### src/sv/assert_macros.svh
// Assertion macros shared by the solver RTL
`ifndef ASSERT_MACROS_SVH
`define ASSERT_MACROS_SVH
`define ASSERT_IMPLIES(label, clk, rst, a, c, msg) \
   label: assert property (@(posedge clk) disable iff (rst) (a) |-> (c)) else $error(msg);
`define ASSERT_NEXT(label, clk, rst, a, c, msg) \
   label: assert property (@(posedge clk) disable iff (rst) (a) |=> (c)) else $error(msg);
`endif

### src/sv/tsat_ram.sv
// Generic single-port-write, one-read RAM with registered read
module tsat_ram #(
   parameter int WIDTH = 8,
   parameter int DEPTH = 64
) (
   input  logic                     clock,
   input  logic                     wr_en,
   input  logic [$clog2(DEPTH)-1:0] wr_addr,
   input  logic [WIDTH-1:0]         wr_data,
   input  logic [$clog2(DEPTH)-1:0] rd_addr,
   output logic [WIDTH-1:0]         rd_data
);
   logic [WIDTH-1:0] mem_ff [DEPTH];
   always_ff @(posedge clock) begin
      if (wr_en) mem_ff[wr_addr] <= wr_data;
      rd_data <= mem_ff[rd_addr];
   end
endmodule

### config.mk
export PLATFORM = sky130hd
export DESIGN_NAME = tsat_ram
export DESIGN_NICKNAME = d
export VERILOG_FILES = /design/src/sv/assert_macros.svh /design/src/sv/tsat_ram.sv
export SDC_FILE = /design/constraint.sdc
export NUM_CORES = 1
export LEC_CHECK = 0
export BUFFER_PORTS_ARGS = -buffer_cell sky130_fd_sc_hd__buf_4
export CORE_ASPECT_RATIO = 1.25
export CORE_MARGIN = 2
export CORE_UTILIZATION = 29
export DETAILED_ROUTE_END_ITERATION = 8
export HOLD_SLACK_MARGIN = 0.06
export PLACE_DENSITY_LB_ADDON = 0.3
export SLEW_MARGIN = 20
export SYNTH_ARGS = -nofsm -noshare
export SYNTH_HDL_FRONTEND = slang
export SYNTH_SLANG_ARGS = --single-unit
### constraint.sdc
create_clock -name clock -period 1.85 [get_ports clock]
set_input_delay 0.185 -clock clock [delete_from_list [all_inputs] [get_ports clock]]
set_output_delay 0.185 -clock clock [all_outputs]
set_load 0.02 [all_outputs]
==> results by group <==
Run status
  – Status: complete, but fails checks
  – Failing checks: negative setup slack

Place
  – GPL Wtd Cong: 0.7956
  – Port Buffers: 29
  – Final HPWL DP: 31730 um

Floorplan
  – FP Rows: 108
  – I/O pin total: 30
  – Die H: 298.8 um
  – Core area: 0.06919 sq mm
  – Die Wd: 239.9 um
  – Initial Util: 29.15%
  – DIE AREA: 0.07168 sq mm

Timing
  – RSZ-0062 raised after global routing: yes
  – Actual transition at the worst max-transition pin: 0.7855 ns
  – Final worst-path setup slack: -0.1381 ns
  – Skew final: 0.01634 ns
  – Min Tclk post-route: 1.988 ns
  – Final hold violations: 0
  – Min Hold Slack: 0.1469 ns
  – Final setup fails: 2
  – Fin crit share: 107.5%
  – Slew Limit Headroom: 47.64%
  – Max Fclk: 0.5030 GHz
  – Final max-slew violation count: 0

Synthesis
  – Mapped Area: 0.02017 sq mm
  – Number of flops mapped to enable cells by yosys: 512
  – Post-synthesis cell type count: 40
  – FF+latch count, synth: 520
  – Post-Syn Instances: 940
  – Synth top area cells: edfxtp_1 76%, mux4_2 14%, nor2_1 1.5%, mux2i_1 1.1%, dfxtp_1 0.79%
  – Post-synth ARST share: 0%
  – Syn avg cell area: 21.45 sq um
  – Syn_nets: 962
  – Yosys top cell area share: 76.24%
  – Yosys warns: 0
  – Sequential area share after synthesis: 77.03%
  – Ys flop type: edfxtp_1
  – Area leader, netlist: edfxtp_1

Power
  – Combinational share of power: 5.6%
  – Lkg Pwr: 7.802 nW
  – Switching Share: 20.85%
  – Net switching power: 5.297 mW
  – Clock power frac: 42.9%
  – Pint: 20.11 mW
  – Flop pwr share: 51.5%
  – PD cells: 1042 mW/mm^2
  – VDD IR max: 582.5 uV

Final layout
  – Most frequent cells in the layout: 512 x edfxtp_1, 170 x buf_4, 126 x mux4_2, 81 x nor2_1, 53 x clkbuf_16
  – Final Net Count: 1145
  – Commonest non-fill, non-tap cell in the layout: edfxtp_1
  – Antenna diode count: 0
  – Layout Utilization: 35.24%
  – Area Overhead vs Synth: 20.88%
  – Layout cells sized above 1: 35.62%

Worst setup path
  – CP Max Fanout: 1
  – Internal reg-to-reg setup slack: -0.14 ns
  – Setup crit start kind: flip-flop
  – CP endpoint kind: flip-flop
  – CP cell instances: mux4_2 > mux2_4 > o221a_4 > nor3_2 > buf_4 > o32ai_4
  – CP peak stage delay: 0.50 ns
  – Slowest CP cell: mux4_2
  – Crit Path Class: reg2reg
  – CP required: 2.31 ns
  – WP data arrival: 2.44 ns

Routing
  – Final wirelength: 48950 um
  – Iteration-0 DRC Markers: 890
  – Vias per cell: 4.744
  – Final ANT Viol Nets: 0
  – Total number of vias: 9962
  – TritonRoute pass-1 iters: 5
  – DRC: 0
  – Avg WL per Cell: 23.31 um

GRT
  – Initial antenna violation count: 4
  – Grt total ovfl: 0
  – GR Util All Layers: 13.86%
  – First-pass GRT wire length: 72130 um
  – Largest net degree at the start of global routing: 65
  – Vias in the first global route: 10.50k

Clock network
  – Post-CTS setup buffer count: 0
  – CTS max path bufs: 3
  – CTS sink count: 520
  – CTS tree: built
  – Reg clk slew, reported paths: 0.06 ns
  – Htree depth: 2
  – TritonCTS Buffers: 51
  – Root buf cell: clkbuf_16
  – Skew-Pair Late Insertion Delay: 0.60 ns

Hold path
  – Worst hold path class: in2reg

Job
  – Max Cap Viol: 0
-- power groups by stage --
stage / combinational, mW / sequential [mW] / clock (mW)
2_1_floorplan: 0.696 / 13.3 / 0
3_3_place_gp: 1.40 / 13.3 / 0
3_5_place_dp: 1.41 / 13.3 / 0
4_1_cts: 1.45 / 13.1 / 11.2
5_1_grt: 1.53 / 13.1 / 11.6
6_report: 1.43 / 13.1 / 10.9
-- per-stage QoR --
stage               TNS (ns)  std cells  power, mW  worst slack [ns]  cell area (sq um)
finish               -0.1467       2100      25.40           -0.1381              24380
global route         -0.3557       2100      26.21           -0.1916              24380
CTS                  -0.2034       2100      25.70           -0.1464              24340
detailed placement    -3.483       2004      14.76           -0.5884              22480
global placement      -3.447       2004      14.74           -0.5788              22480
floorplan                  0        940      14.03           0.02502              20170
-- worst paths after layout --
path	endpoint	cells after the start	from
hold reg to reg	rd_data[4]	3	mem_ff[26][4]
setup / recovery	rd_data[6]	6	mem_ff[21][6]
setup reg to reg	rd_data[6]	6	mem_ff[21][6]
hold / removal	mem_ff[19][5]	1	wr_data[5]
-- synthesized netlist by cell type, types with 3 or more instances --
| cell type | count |
|---|---|
| buf_1 | 4 |
| clkbuf_1 | 17 |
| nand3_1 | 13 |
| nor2_1 | 83 |
| nand2b_1 | 7 |
| dfxtp_1 | 8 |
| a211oi_1 | 4 |
| mux2i_1 | 23 |
| buf_6 | 4 |
| nor3_1 | 7 |
| a22oi_1 | 3 |
| a221oi_1 | 6 |
| mux2_2 | 13 |
| o221ai_1 | 8 |
| a21oi_1 | 3 |
| edfxtp_1 | 512 |
| o2111ai_1 | 3 |
| o22ai_1 | 8 |
| nor2b_1 | 14 |
| buf_4 | 13 |
| buf_2 | 11 |
| nand3b_1 | 3 |
| mux4_2 | 126 |
| o2bb2ai_1 | 3 |
| nand2_1 | 19 |
-- worst max-delay path: cells and delay by family (launching register included) --
family,cells,cell delay [ns]
buf+inv,1,0.17
flops,1,0.37
simple gates,1,0.16
mux,2,0.79
compound gates,2,0.35
-- final cells by class --
class                           instances  area [sq um]
Fill cell                            6475         44810
Multi-Input combinational cell        369          4437
Tap cell                              935          1170
Clock inverter                         40         431.7
Timing Repair Buffer                  181          1471
Sequential cell                       520         15530
Clock buffer                           55          1334
-- state kept, by name (all words and copies together) (netlist names) --
signal   flops
mem_ff     512
rd_data      8
-- kinds of logic (layout without fill, tap and decap cells) --
logic type             count (synthesis)  in the layout  share of synthesized area (%)
flip-flops                           520            520                          77.03
multiplexers                         162            162                          15.94
AND/OR/NAND/NOR                      153            153                          3.387
AO/OA/AOI/OAI                         54             54                          2.072
buffers and inverters                 51            276                          1.570
-- what timing repair did --
action                     in CTS  in global routing
gates cloned                    0                  0
hold buffers                    1                  0
gates resized for setup        16                  6
pin swaps                       5                  4
hold endpoints to repair        5                  0
setup endpoints to repair       5                  7
-- routing by layer --
| layer | GRT usage, % | share of wire, % | vias to the layer above |
|---|---|---|---|
| li1 | - | - | 4293 |
| met1 | 17.90 | 42 | 5291 |
| met2 | 23.33 | 50 | 278 |
| met3 | 2.466 | 4.9 | 94 |
| met4 | 5.132 | 3.5 | 6 |
| met5 | 0 | 0.072 | - |
No activity file was read; power rests on OpenSTA's default activity.
